==> src/hdl/dsa_pkg.sv <==
// ---------------------------------------------------------------------------
// dsa_pkg: shared types and constants for the descriptor slot allocator
// Codes for operations, status, registers, and controller/datapath links.
// ---------------------------------------------------------------------------
package dsa_pkg;

  localparam int unsigned HeapDepthDef  = 1024;
  localparam int unsigned FrameCountDef = 3;

  localparam logic [1:0] OP_ALLOC   = 2'd0;
  localparam logic [1:0] OP_FREE    = 2'd1;
  localparam logic [1:0] OP_PROCESS = 2'd2;

  localparam logic [2:0] ST_OK      = 3'd0;
  localparam logic [2:0] ST_FULL    = 3'd1;
  localparam logic [2:0] ST_NULL    = 3'd2;
  localparam logic [2:0] ST_BADADDR = 3'd3;
  localparam logic [2:0] ST_QUEUE   = 3'd4;

  localparam logic [2:0] REG_SLOTS  = 3'd0;
  localparam logic [2:0] REG_STRIDE = 3'd1;
  localparam logic [2:0] REG_CPU    = 3'd2;
  localparam logic [2:0] REG_GPU    = 3'd3;
  localparam logic [2:0] REG_VIS    = 3'd4;

  // Controller to datapath commands
  typedef struct packed {
    logic load;       // capture input item
    logic early_fin;  // finish an item decided at decode
    logic div_start;  // start address divide
    logic alloc_rd;   // issue free-table read at used count
    logic alloc_fin;  // finish allocate (multiply done)
    logic mul_step;   // multiply step
    logic free_fin;   // commit free
    logic drain_wr;   // push entry back to free table
    logic drain_fin;  // finish process
    logic clr_step;   // write one free-table init entry
    logic out_load;   // present result
  } dsa_cmd_t;

  // Datapath to controller status
  typedef struct packed {
    logic [1:0] op;
    logic       div_done;
    logic       mul_done;
    logic       drain_last;
    logic       drain_under;
    logic       clr_done;
    logic       early;      // result known at decode without further work
  } dsa_sts_t;

endpackage

==> src/hdl/dsa_ctrl.sv <==
// ---------------------------------------------------------------------------
// dsa_ctrl: sequencer of the descriptor slot allocator
// Steps clear, allocate, free and process work through the datapath.
// ---------------------------------------------------------------------------
module dsa_ctrl (
  input  logic              clk,
  input  logic              rst_n,
  input  logic              in_tvalid,
  output logic              in_tready,
  output logic              out_tvalid,
  input  logic              out_tready,
  output dsa_pkg::dsa_cmd_t cmd,
  input  dsa_pkg::dsa_sts_t sts
);
  import dsa_pkg::*;

  localparam logic [3:0] S_CLR   = 4'd0;
  localparam logic [3:0] S_IDLE  = 4'd1;
  localparam logic [3:0] S_DEC   = 4'd2;
  localparam logic [3:0] S_ARD   = 4'd3;
  localparam logic [3:0] S_AMUL  = 4'd4;
  localparam logic [3:0] S_FDIV  = 4'd5;
  localparam logic [3:0] S_DRD   = 4'd6;
  localparam logic [3:0] S_DWR   = 4'd7;
  localparam logic [3:0] S_DONE  = 4'd8;
  localparam logic [3:0] S_DWAIT = 4'd9;

  logic [3:0] state_r, state_nxt;
  logic       ovalid_r, ovalid_nxt;

  assign out_tvalid = ovalid_r;
  assign in_tready  = (state_r == S_IDLE);

  always_comb begin
    state_nxt  = state_r;
    ovalid_nxt = ovalid_r;
    cmd        = '0;
    if (ovalid_r && out_tready) begin
      ovalid_nxt = 1'b0;
    end
    unique case (state_r)
      S_CLR: begin
        cmd.clr_step = 1'b1;
        if (sts.clr_done) begin
          state_nxt = S_IDLE;
        end
      end
      S_IDLE: begin
        if (in_tvalid && in_tready) begin
          cmd.load  = 1'b1;
          state_nxt = S_DEC;
        end
      end
      S_DEC: begin
        if (sts.early) begin
          cmd.early_fin = 1'b1;
          state_nxt     = S_DONE;
        end else if (sts.op == OP_ALLOC) begin
          cmd.alloc_rd = 1'b1;
          state_nxt    = S_ARD;
        end else if (sts.op == OP_FREE) begin
          cmd.div_start = 1'b1;
          state_nxt     = S_FDIV;
        end else begin
          state_nxt = S_DRD;
        end
      end
      S_ARD: begin
        state_nxt = S_AMUL;
      end
      S_AMUL: begin
        if (sts.mul_done) begin
          cmd.alloc_fin = 1'b1;
          state_nxt     = S_DONE;
        end else begin
          cmd.mul_step = 1'b1;
        end
      end
      S_FDIV: begin
        if (sts.div_done) begin
          cmd.free_fin = 1'b1;
          state_nxt    = S_DONE;
        end
      end
      S_DRD: begin
        if (sts.drain_last || sts.drain_under) begin
          cmd.drain_fin = 1'b1;
          state_nxt     = S_DONE;
        end else begin
          state_nxt = S_DWAIT;
        end
      end
      S_DWAIT: begin
        state_nxt = S_DWR;
      end
      S_DWR: begin
        cmd.drain_wr = 1'b1;
        state_nxt    = S_DRD;
      end
      S_DONE: begin
        if (!ovalid_r || out_tready) begin
          cmd.out_load = 1'b1;
          ovalid_nxt   = 1'b1;
          state_nxt    = S_IDLE;
        end
      end
      default: state_nxt = S_IDLE;
    endcase
  end

  always_ff @(posedge clk) begin
    if (!rst_n) begin
      state_r  <= S_CLR;
      ovalid_r <= 1'b0;
    end else begin
      state_r  <= state_nxt;
      ovalid_r <= ovalid_nxt;
    end
  end

  // Nothing accepted during the clearing sweep
  assert property (@(posedge clk) disable iff (!rst_n)
    (state_r == S_CLR) |-> !in_tready)
    else $error("item accepted during clear");
  // A result is never overwritten while stalled
  assert property (@(posedge clk) disable iff (!rst_n)
    (out_tvalid && !out_tready) |-> !cmd.out_load)
    else $error("result overwritten");
  // Load only from idle
  assert property (@(posedge clk) disable iff (!rst_n)
    cmd.load |=> (state_r == S_DEC))
    else $error("load did not decode");
endmodule

==> config.mk <==
export PLATFORM = sky130hd
export DESIGN_NAME = dsa_ctrl
export DESIGN_NICKNAME = d
export VERILOG_FILES = /design/src/hdl/dsa_pkg.sv /design/src/hdl/dsa_ctrl.sv
export SDC_FILE = /design/constraint.sdc
export NUM_CORES = 1
export LEC_CHECK = 0
export BUFFER_PORTS_ARGS = -buffer_cell sky130_fd_sc_hd__buf_2
export CORE_MARGIN = 2
export CORE_UTILIZATION = 40
export CTS_CLUSTER_SIZE = 14
export DETAILED_ROUTE_END_ITERATION = 6
export HOLD_SLACK_MARGIN = 0.05
export PLACE_DENSITY = 0.74
export SLEW_MARGIN = 15
export SYNTH_ARGS = -nofsm -noshare
export SYNTH_HDL_FRONTEND = slang
export SYNTH_SLANG_ARGS = --single-unit
==> constraint.sdc <==
create_clock -name clk -period 1.3 [get_ports clk]
set_input_delay 0.195 -clock clk [delete_from_list [all_inputs] [get_ports clk]]
set_output_delay 0.195 -clock clk [all_outputs]
set_load 0.01 [all_outputs]
==> results of run 1 <==
[power groups by stage]
stage	combinational [mW]	clock, mW	sequential (mW)
CTS	0.572	0.188	0.216
detailed placement	0.482	0	0.209
floorplan	0.328	0	0.195
global placement	0.468	0	0.208
finish	0.683	0.192	0.219
global route	0.735	0.204	0.221
[sequential cells by signal (all words and copies together), names as in the netlist]
signal	cells
out_tvalid	1
state_r	4
[final timing paths]
path | startpoint | end | slack, ns
worst max register to register | state_r[0] | state_r[1] | -0.13
worst min register to register | state_r[3] | state_r[3] | 0.62
worst min-delay path | rst_n | out_tvalid | 0.24
worst max-delay path | state_r[1] | cmd[0] | -0.22
[cells by family (layout without fill, tap and decap cells)]
group / count (synthesis) / count (layout) / synth area share, %
flops: 5 / 5 / 18.1
buf+inv: 9 / 49 / 9.93
simple gates: 37 / 37 / 36.6
compound gates: 20 / 20 / 31.8
mux: 2 / 2 / 3.61
[through the flow]
step                      hold WS [ns]  cell area, um^2
after CTS                        0.243              895
final                            0.241              981
after global placement           0.478              772
after floorplan                  0.327              567
after detailed placement         0.495              772
after global routing             0.250              981
[cell usage in the layout (no fill, tap or decap), drive strengths merged]
| master | instances |
|---|---|
| a211oi | 1 |
| nand3 | 1 |
| a2111oi | 2 |
| a22oi | 1 |
| a21oi | 5 |
| dfxtp | 5 |
| clkbuf | 4 |
| a32oi | 1 |
| a41oi | 1 |
| buf | 42 |
| and3 | 4 |
| o31a | 1 |
| inv | 3 |
| nor3 | 3 |
| o31ai | 1 |
| and4 | 1 |
| o221ai | 1 |
| a31oi | 2 |
| and2 | 1 |
| mux2i | 2 |
| nand2 | 5 |
| nor2 | 10 |
| o21a | 1 |
| nand2b | 2 |
| nor4 | 3 |
| nor2b | 5 |
| o21ai | 3 |
| nor4b | 2 |
[repair_timing]
item                       CTS  global route
setup buffers                4             1
gates resized for setup     21            15
setup endpoints to repair   15            16
pin swaps                    4             3
[metal layers]
layer / GRT usage, % / vias up
met2: 49.2 / 23
met1: 26.8 / 347
met5: 0 / -
li1: - / 358
met3: 2.17 / 4
met4: 12.1 / 0
[critical path: stages (launching register included)]
cell,delay (ns)
sky130_fd_sc_hd__dfxtp_2,0.35
sky130_fd_sc_hd__nor4b_4,0.30
sky130_fd_sc_hd__buf_4,0.16
sky130_fd_sc_hd__nor2b_2,0.13
sky130_fd_sc_hd__buf_2,0.14
[final cells by class]
cell class | count | area share (%)
inverter | 3 | 1.15
timing repair buffer | 42 | 30.2
multi-input combinational | 59 | 52.6
tap | 15 | 1.91
sequential | 5 | 11.5
clock buffer | 4 | 2.68
==> flow_summary_export.csv, run 1 <==
group,metric,value,unit
drt,routed_wire_length_per_instance,15.2,um
synth,synth_area_leaders,"sky130_fd_sc_hd__dfxtp_1 (18%), sky130_fd_sc_hd__a2111oi_4 (9.9%), sky130_fd_sc_hd__nor2_1 (6.8%)",
placed_design,dp_hpwl,1290,um
clock_tree,tritoncts,"done",
synth,synth_most_common_cell,"sky130_fd_sc_hd__nor2_1",
setup_path,required,1.11,ns
status,run_status,"complete, but fails checks",
synth,synth_ff_type,"sky130_fd_sc_hd__dfxtp_1",
clock_tree,cts-buffers-inserted,3,
drt,route.final.wire_length,1940,um
sta,grt_setup_unrepaired,"true",
power,netSwitchingPower,456,uW
placed_design,io_buffers,24,
drt,drc,0,
grt,wire_length_of_the_first_global_routing_pass,2830,um
layout,area_growth_syn_to_layout,77.0,%
synth,synth.yosys.seq_area_share,18.1,%
floorplanning,core.rowCount,13,
sta,worst_slew_pin_slew,0.402,ns
grt,gr-usage-all-layers,25.4,%
synth,async_flop_share,0,%
grt,global_route.overflow_total,0,
drt,routed-wl-met2,1110,um
floorplanning,top_level_i_o_count,25,
power,switching_share,41.7,%
power,power_density_normalized_to_cell_area,1110,nW/um^2
power,power.sequential.fraction,20.0,%
clock_tree,clock_sink_count,5,
layout,design.final.nets,126,
synth,netlist_instances,73,
power,combinationalPowerShare,62.5,%
synth,post_synth.cell_area_avg,7.59,um^2
power,total_power_consumption,1.09,mW
layout,final_core_utilization,75.4,%
drt,detailroute.via_count,732,
worst_hold_path,worst_hold_path_type,"input pin to flip-flop",
synth,postSynthRegisterBits,5,
placed_design,detailedPlace.worstSlack,-0.0801,ns
synth,synth.net_count,85,
drt,firstDrtPassIters,4,
grt,first_global_vias,689,
setup_path,startpoint_type,"flip-flop",
drt,drtIter0Drc,16,
setup_path,timing.critical_path.to_type,"output pin",
layout,multi_input_comb_area,515,um^2
clock_tree,clkSlewWorstSetupHoldPaths,0.05,ns
drt,detail_route.vias_per_cell,5.72,
clock_tree,htree_num_levels,1,
drt,antenna_left,0,
clock_tree,ctsLongestPathBuffers,2,
synth,netlist.area_leader.share,18.1,%
setup_path,crit_fanout,4,
sta,highest_clock_frequency_the_design_can_meet,658,MHz
clock_tree,clock_latency_of_the_later_clocked_register_in_the_worst_skew_pair,0.25,ns
synth,synth_top_cell_by_area,"sky130_fd_sc_hd__dfxtp_1",
grt,pin_count_of_the_biggest_net_entering_global_routing,11,
power,static-leakage-power,0.421,nW
sta,finalWorstPathRequiredPeriod,1.52,ns
sta,setup_slack,-0.221,ns
floorplanning,initial_utilization,42.6,%
setup_path,crit_arrival,1.33,ns
drt,wl_met3,93,um
placed_design,finalWeightedCongestion,0.790,
sta,slew_viol_final,0,
layout,final-seq-area,113,um^2
clock_tree,cts-root-buf,"sky130_fd_sc_hd__clkbuf_4",
layout,insertedDiodeCount,0,
power,worst_ir_drop_on_vdd,1.14,mV
status,failed_checks,"negative setup slack",
sta,fin_skew,0.000134,ns
floorplanning,floorplan_die_width,41.2,um
layout,post_route_cells_drive_above_1_share,61.9,%
layout,final-instance-count-excl-fill,128,
grt,antenna_found_initial,0,
floorplanning,full_die_area,1700,um^2
synth,synth.cells.most_frequent,"sky130_fd_sc_hd__nor2_1 (10), sky130_fd_sc_hd__dfxtp_1 (5), sky130_fd_sc_hd__nand2_1 (5), sky130_fd_sc_hd__nor2b_1 (5)",
worst_hold_path,whs_path_depth,3,
power,clockPowerShare,17.5,%
synth,ys_warn_count,0,
floorplanning,coreArea,1300,um^2
synth,number_of_unique_standard_cell_types_used_by_synthesis,32,
synth,synth_area,554,um^2
placed_design,number_of_cells_after_detailed_placement,119,
sta,fin_tns_setup,-1.61,ns
flow_run,max-cap-violations,0,
clock_tree,post_cts_hold_buffer_count,0,
drt,maxUsedRoutingLayer,"met4",
sta,hold_violations,0,
sta,finalCritPeriodShare,117,%
power,intPower,637,uW
sta,setup_violations,14,
synth,number_of_synthesized_flops_with_an_enable_pin,0,
drt,route.layer.met1.wl,715,um
sta,timing.slew.headroom,73.0,%
setup_path,worstRegToRegCells,5,
floorplanning,fp.dieH,41.2,um
layout,nFillCells,93,
setup_path,crit_type,"flip-flop to output pin",
(Power assumes the default switching activity.)
==> run 2, diff against run 1 <==
--- a/config.mk
+++ b/config.mk
@@ -11,8 +11,9 @@
 export CTS_CLUSTER_SIZE = 14
 export DETAILED_ROUTE_END_ITERATION = 6
 export HOLD_SLACK_MARGIN = 0.05
-export PLACE_DENSITY = 0.74
+export PLACE_DENSITY = 0.72
 export SLEW_MARGIN = 15
 export SYNTH_ARGS = -nofsm -noshare
 export SYNTH_HDL_FRONTEND = slang
 export SYNTH_SLANG_ARGS = --single-unit
+export TNS_END_PERCENT = 50
==> run 2 against run 1 <==
Effect of this change:
- the flow still finishes with violations (negative setup slack)
- register-to-register slack better by 0.03 ns
- clock power is 3% lower
- final cell count grew 4.7%
- sequential share of layout area decreased by 0.15 points
- critical endpoint unchanged
- largest power group unchanged
==> flow_summary_export.csv, run 2 (synthesis results as in run 1) <==
group,metric,value,unit
sta,highest_clock_frequency_the_design_can_meet,667,MHz
sta,setup_slack,-0.199,ns
grt,first_global_vias,644,
worst_hold_path,worst_hold_path_type,"input pin to flip-flop",
layout,final_core_utilization,78.1,%
sta,setup_violations,15,
floorplanning,core.rowCount,13,
floorplanning,fp.dieH,41.2,um
grt,antenna_found_initial,0,
setup_path,crit_fanout,4,
status,failed_checks,"negative setup slack",
sta,fin_skew,0.00379,ns
layout,insertedDiodeCount,0,
layout,design_area,1020,um^2
setup_path,timing.critical_path.max_delay_family,"simple AND/OR/NAND/NOR gates",
placed_design,io_buffers,24,
sta,hold_violations,0,
clock_tree,cts-root-buf,"sky130_fd_sc_hd__clkbuf_4",
grt,gr-usage-all-layers,22.4,%
setup_path,startpoint_type,"flip-flop",
layout,final_cell_mix,"sky130_fd_sc_hd__buf_2 (23), sky130_fd_sc_hd__buf_4 (17), sky130_fd_sc_hd__nor2_1 (6), sky130_fd_sc_hd__buf_6 (6)",
layout,final-instance-count-excl-fill,134,
setup_path,timing.critical_path.to_type,"output pin",
clock_tree,post_cts_hold_buffer_count,0,
setup_path,r2r_slack,-0.10,ns
power,power_density_normalized_to_cell_area,1070,nW/um^2
clock_tree,ctsLongestPathBuffers,2,
drt,firstDrtPassIters,4,
sta,timing.slew.headroom,79.2,%
placed_design,dp_hpwl,1210,um
clock_tree,clkSlewWorstSetupHoldPaths,0.05,ns
layout,design.final.nets,132,
layout,max_flop_register,"state_r",
floorplanning,coreArea,1300,um^2
drt,route.final.wire_length,1910,um
drt,detailroute.via_count,744,
floorplanning,full_die_area,1700,um^2
clock_tree,htree_num_levels,1,
layout,area_growth_syn_to_layout,83.3,%
layout,nFillCells,95,
placed_design,finalWeightedCongestion,0.799,
drt,antenna_left,0,
grt,pin_count_of_the_biggest_net_entering_global_routing,10,
clock_tree,cts-buffers-inserted,3,
clock_tree,clock_latency_of_the_later_clocked_register_in_the_worst_skew_pair,0.25,ns
floorplanning,initial_utilization,42.6,%
power,static-leakage-power,0.455,nW
power,worst_ir_drop_on_vdd,0.672,mV
placed_design,number_of_cells_after_detailed_placement,119,
drt,routed_wire_length_per_instance,14.2,um
flow_run,max-cap-violations,0,
layout,final_common_cell,"sky130_fd_sc_hd__buf_2",
clock_tree,tritoncts,"done",
layout,post_route_cells_drive_above_1_share,63.0,%
status,run_status,"complete, but fails checks",
setup_path,crit_chain,"nor4b_4, buf_4, nor2b_4, buf_6",
clock_tree,clock_sink_count,5,
setup_path,critical_path.n_buffers_inverters,2,
setup_path,crit_type,"flip-flop to output pin",
placed_design,dpl_cell_area,759,um^2
sta,grt_setup_unrepaired,"true",
setup_path,crit_arrival,1.30,ns
sta,slew_viol_final,0,
setup_path,required,1.11,ns
grt,wire_length_of_the_first_global_routing_pass,2500,um
floorplanning,top_level_i_o_count,25,
drt,drtIter0Drc,5,
layout,flip_flop_count_of_the_largest_register_all_copies_and_words_added,4,
sta,finalWorstPathRequiredPeriod,1.50,ns
floorplanning,floorplan_die_width,41.2,um
sta,finalCritPeriodShare,115,%
grt,global_route.overflow_total,0,
setup_path,worst_path_largest_cell_delay,0.36,ns
drt,drc,0,
drt,detail_route.vias_per_cell,5.55,
sta,worst_slew_pin_slew,0.312,ns
setup_path,timing.critical_path.slowest_stage_cell,"sky130_fd_sc_hd__dfxtp_4",
run 2: cell types whose count changed in the layout (fill, tap and decap cells not counted), sizes merged:
cell / previous run / this run
buf: 42 / 48
run 2: what timing repair did:
action	4_1_cts	5_1_grt
setup buffers	7	4
setup endpoints to repair	13	16
pin swaps	4	6
resized for setup	27	12
run 2: final timing paths:
kind	from	endpoint	cells after the start
setup / recovery	state_r[2]	cmd[0]	4
hold / removal	rst_n	state_r[0]	3
setup reg to reg	state_r[2]	state_r[3]	7
hold reg to reg	state_r[3]	state_r[3]	1
run 2: worst reg2reg max path: cells and delay by family (launching register included):
| kind | cells | cell delay [ns] |
|---|---|---|
| buf+inv | 3 | 0.38 |
| flops | 1 | 0.38 |
| compound gates | 4 | 0.55 |
run 2: layer usage:
layer | up-vias | global-route usage (%) | wire, um
li1 | 365 | - | -
met1 | 348 | 22.4 | 756
met2 | 29 | 45.7 | 1050
met3 | 2 | 4.89 | 90
met4 | 0 | 4.84 | 12
met5 | - | 0 | 0
run 2: layout make-up:
type | count | area (um^2) | share of cell area, %
Multi-Input combinational cell | 59 | 504 | 49.6
Inverter | 3 | 11.3 | 1.11
Sequential cell | 5 | 115 | 11.3
Tap cell | 15 | 18.8 | 1.85
Timing Repair Buffer | 48 | 340 | 33.5
Clock buffer | 4 | 26.3 | 2.59
run 2: stage by stage:
step | setup WS, ns | hold WS (ns) | TNS [ns] | power (mW)
6_report | -0.199 | 0.225 | -1.44 | 1.09
3_3_place_gp | -0.0546 | 0.477 | -0.0831 | 0.683
3_5_place_dp | -0.0751 | 0.488 | -0.139 | 0.695
2_1_floorplan | -0.0787 | 0.327 | -0.0787 | 0.523
4_1_cts | -0.193 | 0.219 | -1.35 | 1.00
5_1_grt | -0.277 | 0.224 | -2.38 | 1.16
run 2: report_power, final:
| group | internal [mW] | total [mW] | switching, mW | leakage [nW] |
|---|---|---|---|---|
| Clock | 0.116 | 0.186 | 0.0700 | 0.0150 |
| Sequential | 0.181 | 0.234 | 0.0521 | 0.0436 |
| Combinational | 0.355 | 0.672 | 0.317 | 0.396 |
